`config.mk`:
```
export PLATFORM = sky130hd
export DESIGN_NAME = sgf_ctrl
export DESIGN_NICKNAME = d
export VERILOG_FILES = /design/src/rtl/core/sgf_pkg.sv /design/src/rtl/core/sgf_ctrl.sv
export SDC_FILE = /design/constraint.sdc
export NUM_CORES = 1
export LEC_CHECK = 0
export ABC_AREA = 1
export BUFFER_PORTS_ARGS = -buffer_cell sky130_fd_sc_hd__clkbuf_2
export CAP_MARGIN = 20
export CORE_MARGIN = 1
export CORE_UTILIZATION = 45
export CTS_BUF_LIST = sky130_fd_sc_hd__clkbuf_16
export DETAILED_ROUTE_END_ITERATION = 12
export PLACE_DENSITY = 0.68
export SETUP_SLACK_MARGIN = 0.15
export SLEW_MARGIN = 20
export SYNTH_ARGS = -nofsm -noshare
export SYNTH_HDL_FRONTEND = slang
export SYNTH_SLANG_ARGS = --single-unit
export TNS_END_PERCENT = 5
```
`constraint.sdc`:
```
create_clock -name clk -period 8.6 [get_ports clk]
set_input_delay 0.86 -clock clk [delete_from_list [all_inputs] [get_ports clk]]
set_output_delay 0.86 -clock clk [all_outputs]
set_load 0.005 [all_outputs]
```
`src/rtl/core/sgf_pkg.sv`:
```
package sgf_pkg;

  localparam int COEF_BITS    = 16;
  localparam int COEF_FRAC    = 14;
  localparam int HW_BITS      = 3;
  localparam int CFG_IDX_BITS = 3;
  localparam int NUM_DIST     = 6;
  localparam int HALF_WIDTH_MIN = 2;

  typedef enum logic [CFG_IDX_BITS-1:0] {
    REG_HALF_WIDTH  = 3'd0,
    REG_COEF_CENTER = 3'd1,
    REG_COEF_DIST1  = 3'd2,
    REG_COEF_DIST2  = 3'd3,
    REG_COEF_DIST3  = 3'd4,
    REG_COEF_DIST4  = 3'd5,
    REG_COEF_DIST5  = 3'd6,
    REG_COEF_DIST6  = 3'd7
  } cfg_reg_t;

  localparam logic [HW_BITS-1:0] HALF_WIDTH_RESET = 3'd2;
  localparam logic signed [COEF_BITS-1:0] COEF_CENTER_RESET = 16'sd7958;
  localparam logic signed [COEF_BITS-1:0] COEF_DIST_RESET [NUM_DIST] = '{
    16'sd5617, -16'sd1404, 16'sd0, 16'sd0, 16'sd0, 16'sd0
  };

  typedef struct packed {
    logic filtered;
    logic last;
  } job_flags_t;

endpackage

```
`src/rtl/core/sgf_ctrl.sv`:
```
module sgf_ctrl #(
  parameter int SAMPLE_BITS    = 16,
  parameter int MAX_HALF_WIDTH = 6
) (
  input  logic                                   clk,
  input  logic                                   rst,
  input  logic [sgf_pkg::HW_BITS-1:0]            half_width,
  input  logic                                   in_valid,
  output logic                                   in_ready,
  input  logic signed [SAMPLE_BITS-1:0]          sample,
  input  logic                                   end_of_series,
  output logic                                   job_valid,
  input  logic                                   job_ready,
  output sgf_pkg::job_flags_t                    job_flags,
  output logic signed [SAMPLE_BITS-1:0]          job_raw,
  output logic signed [SAMPLE_BITS-1:0]          job_center,
  output logic signed [SAMPLE_BITS:0]            job_psum [MAX_HALF_WIDTH]
);

  localparam int HIST  = 2 * MAX_HALF_WIDTH + 1;
  localparam int CNT_W = $clog2(HIST + 1);
  localparam int HWB   = sgf_pkg::HW_BITS;

  logic signed [SAMPLE_BITS-1:0] hist [HIST];
  logic [CNT_W-1:0]              count;
  logic                          filt_pend;
  logic [HWB-1:0]                raw_cnt;
  logic                          seq_end;

  logic [HWB-1:0] h;
  logic [HWB:0]   cnt_x;
  logic [HWB:0]   h_x;
  logic [HWB:0]   two_h;
  logic           lt_h;
  logic           lt_2h;
  logic [HWB-1:0] held_raw;
  logic           new_filt;
  logic [HWB-1:0] new_raw;
  logic           busy;
  logic           final_job;
  logic           accept;
  logic           issue;

  always_comb begin
    if (half_width < HWB'(sgf_pkg::HALF_WIDTH_MIN)) begin
      h = HWB'(sgf_pkg::HALF_WIDTH_MIN);
    end else if (half_width > HWB'(MAX_HALF_WIDTH)) begin
      h = HWB'(MAX_HALF_WIDTH);
    end else begin
      h = half_width;
    end
  end

  always_comb begin
    cnt_x    = (HWB+1)'(count);
    h_x      = {1'b0, h};
    two_h    = {h, 1'b0};
    lt_h     = cnt_x < h_x;
    lt_2h    = cnt_x < two_h;
    held_raw = lt_h ? HWB'(1) : HWB'(cnt_x - h_x + (HWB+1)'(1));
    if (end_of_series) begin
      new_filt = !lt_2h;
      new_raw  = lt_2h ? held_raw : h;
    end else begin
      new_filt = !lt_2h;
      new_raw  = lt_h ? HWB'(1) : HWB'(0);
    end
  end

  assign busy      = filt_pend || (raw_cnt != '0);
  assign final_job = filt_pend ? (raw_cnt == '0) : (raw_cnt == HWB'(1));
  assign in_ready  = !busy || (job_ready && final_job);
  assign accept    = in_valid && in_ready;
  assign issue     = busy && job_ready;

  always_ff @(posedge clk) begin
    if (rst) begin
      count     <= '0;
      filt_pend <= 1'b0;
      raw_cnt   <= '0;
      seq_end   <= 1'b0;
    end else begin
      if (issue) begin
        if (filt_pend) begin
          filt_pend <= 1'b0;
        end else begin
          raw_cnt <= raw_cnt - HWB'(1);
        end
      end
      if (accept) begin
        filt_pend <= new_filt;
        raw_cnt   <= new_raw;
        seq_end   <= end_of_series;
        if (end_of_series) begin
          count <= '0;
        end else if (count != CNT_W'(HIST)) begin
          count <= count + CNT_W'(1);
        end
      end
    end
  end

  always_ff @(posedge clk) begin
    if (rst) begin
      for (int k = 0; k < HIST; k++) begin
        hist[k] <= '0;
      end
    end else if (accept) begin
      hist[0] <= sample;
      for (int k = 1; k < HIST; k++) begin
        hist[k] <= hist[k-1];
      end
    end
  end

  always_comb begin
    job_valid          = busy;
    job_flags.filtered = filt_pend;
    job_flags.last     = !filt_pend && seq_end && (raw_cnt == HWB'(1));
    job_raw            = hist[0];
    for (int k = 0; k < MAX_HALF_WIDTH; k++) begin
      if (raw_cnt == HWB'(k + 1)) begin
        job_raw = hist[k];
      end
    end
    job_center = hist[sgf_pkg::HALF_WIDTH_MIN];
    for (int d = 0; d < MAX_HALF_WIDTH; d++) begin
      job_psum[d] = '0;
    end
    for (int k = sgf_pkg::HALF_WIDTH_MIN; k <= MAX_HALF_WIDTH; k++) begin
      if (h == HWB'(k)) begin
        job_center = hist[k];
        for (int d = 1; d <= k; d++) begin
          job_psum[d-1] = (SAMPLE_BITS+1)'(hist[k-d]) + (SAMPLE_BITS+1)'(hist[k+d]);
        end
      end
    end
  end

endmodule

```
# --- Word level (Yosys, flattened, before mapping) ---
# Memory sizes are Yosys's and may differ from the RTL's.
# Index checks and enable logic that the tools add are counted.
word_totals:
  regBits: 9
  mem_bits_rw: 208
  memories: 1
  out_inout_bits: 138
memory_table:
  columns: ["name", "depth", "width", "rd", "rd_clocked_by_memory_dff", "wr", "line_no", "source"]
  rows:
  - ["hist", 13, 16, 13, 0, 13, "sgf_ctrl.sv:24", "logic signed [SAMPLE_BITS-1:0] hist [HIST];"]
op_classes:
  n_lt_le_gt_ge: 4
  bitwise_logic: 13
  n_reduce_logical: 16
  add_sub_neg: 24
  muxes: 46
  eq_ne: 13
op_table:
  columns: ["cell", "n"]
  rows:
  - ["two-way mux 16 bit", 22]
  - ["adder 16 x 16 -> 17 bit", 20]
  - ["two-way mux 102 bit", 1]
  - ["two-way mux 85 bit", 1]
  - ["two-way mux 68 bit", 1]
  - ["two-way mux 51 bit", 1]
  - ["two-way mux 34 bit", 1]
  - ["two-way mux 3 bit", 8]
  - ["equality test 3 bit (second input constant)", 6]
  - ["bitwise OR 1 bit", 13]
  - ["equality test 3 x 2 -> 1 bit (second input constant)", 4]
  - ["two-way mux 1 bit", 9]
  - ["two-way mux 4 bit", 2]
  - ["logical AND 1 bit", 5]
  - ["adder 4 x 1 -> 4 bit (second input constant)", 1]
  - ["less-than comparator 4 x 3 -> 1 bit", 1]
  - ["less-than comparator 4 bit", 1]
  - ["!= test 4 bit (second input constant)", 1]
  - ["AND reduction 2 bit", 2]
  - ["nonzero test 2 bit", 2]
  - ["adder 3 x 1 -> 3 bit (second input constant)", 1]
  - ["equality test 3 x 1 -> 1 bit (second input constant)", 1]
  - ["greater-than comparator 3 bit (second input constant)", 1]
  - ["zero test 1 bit", 3]
  - ["other kinds (7)", 8]

# --- Longest topological paths before layout ---
depth:
  ltp_word: 9
  ltp_mapped: 15
  ltp_nobuf: 15

# --- Least setup slack after synthesis ---
# OpenSTA, ideal clock, no wires.
synth_path:
  kind: "input port to flip-flop"
  startpoint: "input port rst"
  endpoint: "memory hist[0][0] (enable)"
  path_stages: 3
  arrival_time_ns: 4.639
  setup_slack_ns: 2.301
  setup_ns: 1.660
  cell_sequence: "clkbuf_1 > inv_1 > nand2_1"
synth_lines:
  columns: ["item", "line_no", "source"]
  rows:
  - ["start: declaration", "sgf_ctrl.sv:6", "input logic rst,"]
  - ["end: declaration", "sgf_ctrl.sv:24", null]

==> metrics.md <==
| Metric | Value |
|---|---|
| Finished Cell Area | `0.0323 mm2` |
| CTS tree | `built` |
| Worst-Margin Slew | `1.25 ns` |
| RD Place Congestion | `1.09` |
| Clock Latency Late Sink | `0.60 ns` |
| CP Cell Sequence | `inv_1, fa_1, nand3b_1, nand2_1, a21boi_0, o21ai_0, nand2_1, nand2_1, nor2_1, nor2_1, clkbuf_2` |
| Post_cts resized | `0` |
| HP Class | `flop to flop` |
| H-tree levels | `1` |
| CTS Buf Count | `26` |
| Syn Nets | `5012` |
| Grt total ovfl | `0` |
| GRT Resource Usage Total | `41.6%` |
| Max Clk Rate | `204 MHz` |
| Chip height | `259 um` |
| Final core utilization | `49.7%` |
| Vias in the first global route | `29500` |
| Syn avg cell area | `6.43 um2` |
| Crit share post-route | `57.1%` |
| Pins over their slew limit | `0` |
| Outcome | `finished, final reports clean` |
| Pwr Density | `292 mW/mm2` |
| Post-synthesis cell count | `4633` |
| Mapped Area | `0.0298 mm2` |
| First-pass GRT wire length | `201000 um` |
| Initial antenna violation count | `17` |
| Top FF cell, synth | `edfxtp_1` |
| Area grow syn2layout | `8.23%` |
| Post-synth EDFFs | `208` |
| Worst path required time | `7.74 ns` |
| Worst Clk Skew | `0.0349 ns` |
| Adder-Cell Fraction of Synth Area | `15.4%` |
| DR vias | `33500` |
| Die Wd | `259 um` |
| Static leakage | `16.5 nW` |
| CP top delay family | `flip-flops` |
| Setup CP Type | `flop to output pin` |
| I/O Buffers | `161` |
| Post-synthesis sequential area ratio | `21.6%` |
| Cts hold-fix bufs | `0` |
| Routed WL per cell | `25.5 um` |
| Share of layout cells above drive strength 1 | `8.01%` |
| Largest net degree at the start of global routing | `182` |
| Post-layout net count | `5130` |
| Core area | `0.0649 mm2` |
| Synth Area in Compound Gates | `14.3%` |
| Setup Buffers After CTS | `0` |
| DRT Wirelength | `143000 um` |
| Clock buffer depth | `3` |
| Clk root buf | `clkbuf_16` |
| Worst stage delay on the critical path | `0.80 ns` |
| Remaining DRCs | `0` |
| Detailed Routing Iterations Pass 1 | `6` |
| Clock sink total | `217` |
| Final Hold Viols | `0` |
| Post-synthesis mux area share | `0%` |
| Post-DP HPWL | `107000 um` |
| Die Footprint | `0.0673 mm2` |
| Synth cell types | `49` |
| Worst EP arrival | `4.05 ns` |
| Io pins | `162` |
| Peak supply drop | `0.326 mV` |
| Clock-pin transition on the worst setup and hold timing paths | `0.06 ns` |
| Max Cap Viol | `0` |
| Dpl cell area | `0.0313 mm2` |
| Vias per cell | `5.95` |
| CP max stage cell | `edfxtp_1` |
| Max-slew headroom | `16.7%` |
| Post-Route Setup TNS | `0 ns` |
| Worst Setup Start Kind | `flop` |
| WP buf/inv | `2` |
| Worst path most repeated cell | `nand2_1` |
| Synth Area in Simple Gates | `36.6%` |
| Initial core utilization | `45.9%` |
| Total Power | `9.41 mW` |
| Crit-path max FO | `7` |
| Async S/R FF share, synth | `0%` |
| Synth Area in XOR/XNOR | `2.00%` |
| Shortest period the worst path allows | `4.91 ns` |
| #FFs+latches synth | `217` |
| Final setup fails | `0` |
| Main combinational cell family by area after synthesis | `simple AND/OR/NAND/NOR gates` |
| ANT nets after route | `0` |
| Critical Path End Type | `output pin` |
| Num rows | `93` |
| RSZ-0062 raised after global routing | `false` |
| DRT iter0 DRCs | `4661` |
| Ys Warns | `0` |
[state kept, by name, summed over array words and instances (netlist names)]
name,cells
cnt_x,4
filt_pend,1
hist,208
raw_cnt,3
seq_end,1
[per-stage QoR]
step / setup WS (ns) / hold WS (ns) / cells
after floorplan: 2.30 / 0.455 / 4633
after global placement: 3.97 / 0.480 / 5578
after detailed placement: 3.96 / 0.484 / 5578
after CTS: 3.82 / 0.494 / 5626
after global routing: 3.64 / 0.534 / 5628
final: 3.69 / 0.492 / 5635
[kinds of logic after synthesis]
logic type               Yosys count
adder cells (fa/ha/maj)          355
flip-flops                       217
AND/OR/NAND/NOR                 2443
buffers and inverters            750
AO/OA/AOI/OAI                    800
XOR/XNOR                          68
[final cells by class]
type / instances / area [um2]
Clock buffer: 26 / 651
Timing Repair Buffer: 178 / 946
Clock inverter: 22 / 268
Multi-Input combinational cell: 3666 / 20400
Sequential cell: 217 / 6430
Inverter: 662 / 2500
Fill cell: 6877 / 32700
Antenna cell: 9 / 22.5
Tap cell: 855 / 1070
[tightest hold or removal path, stage by stage, from the launching register on]
cell     delay, ns
dfxtp_1       0.30
inv_1         0.07
o22ai_1       0.08
[metal layers]
metal	global-route usage [%]	share of wire [%]	vias to the layer above
met2	58.6	39	2188
li1	-	-	15600
met3	11.5	14	467
met4	25.9	7.4	14
met5	0	0.075	-
met1	55.8	39	15300
[cells in the mapped netlist (all sizes together) (17+ instances only)]
| master | instances | area [um2] |
|---|---|---|
| nand2 | 1319 | 4960 |
| inv | 662 | 2490 |
| nor2 | 526 | 2730 |
| nand3 | 420 | 2110 |
| a21oi | 384 | 1920 |
| ha | 335 | 4190 |
| o21ai | 305 | 1530 |
| edfxtp | 208 | 6250 |
| buf | 51 | 389 |
| xor2 | 48 | 420 |
| nand4 | 43 | 269 |
| nor3 | 43 | 215 |
| o211ai | 38 | 285 |
| or2 | 38 | 238 |
| clkbuf | 37 | 139 |
| nand3b | 37 | 278 |
| fa | 20 | 400 |
| xnor2 | 20 | 175 |
| a31oi | 17 | 106 |
[path summary, 6_finish.rpt]
check,from,end,slack (ns),cells after the start
max,hist[0][1],job_psum[10],3.69,11
min,seq_end,seq_end,0.49,2
max reg2reg,raw_cnt[2],hist[0][8],4.87,10
min reg2reg,seq_end,seq_end,0.49,2
[cells in the final DEF, fill, tap and decap left out, types with 26 or more instances in the layout]
cell / count
edfxtp_1: 208
clkbuf_2: 161
inv_1: 657
a21oi_1: 384
nand3b_1: 37
nor3_1: 43
or2_2: 38
ha_1: 335
o21ai_1: 35
o211ai_1: 38
nor2_1: 418
xor2_1: 48
nor2_4: 95
nand2_1: 1315
nand4_1: 43
o21ai_0: 270
clkbuf_16: 26
nand3_1: 419
[report_power, final]
| group | switching (mW) | internal [mW] | total, mW |
|---|---|---|---|
| combinational | 3.77 | 1.87 | 5.65 |
| clock | 0.513 | 0.707 | 1.22 |
| sequential | 1.06 | 1.48 | 2.54 |
(Power assumes the default switching activity.)
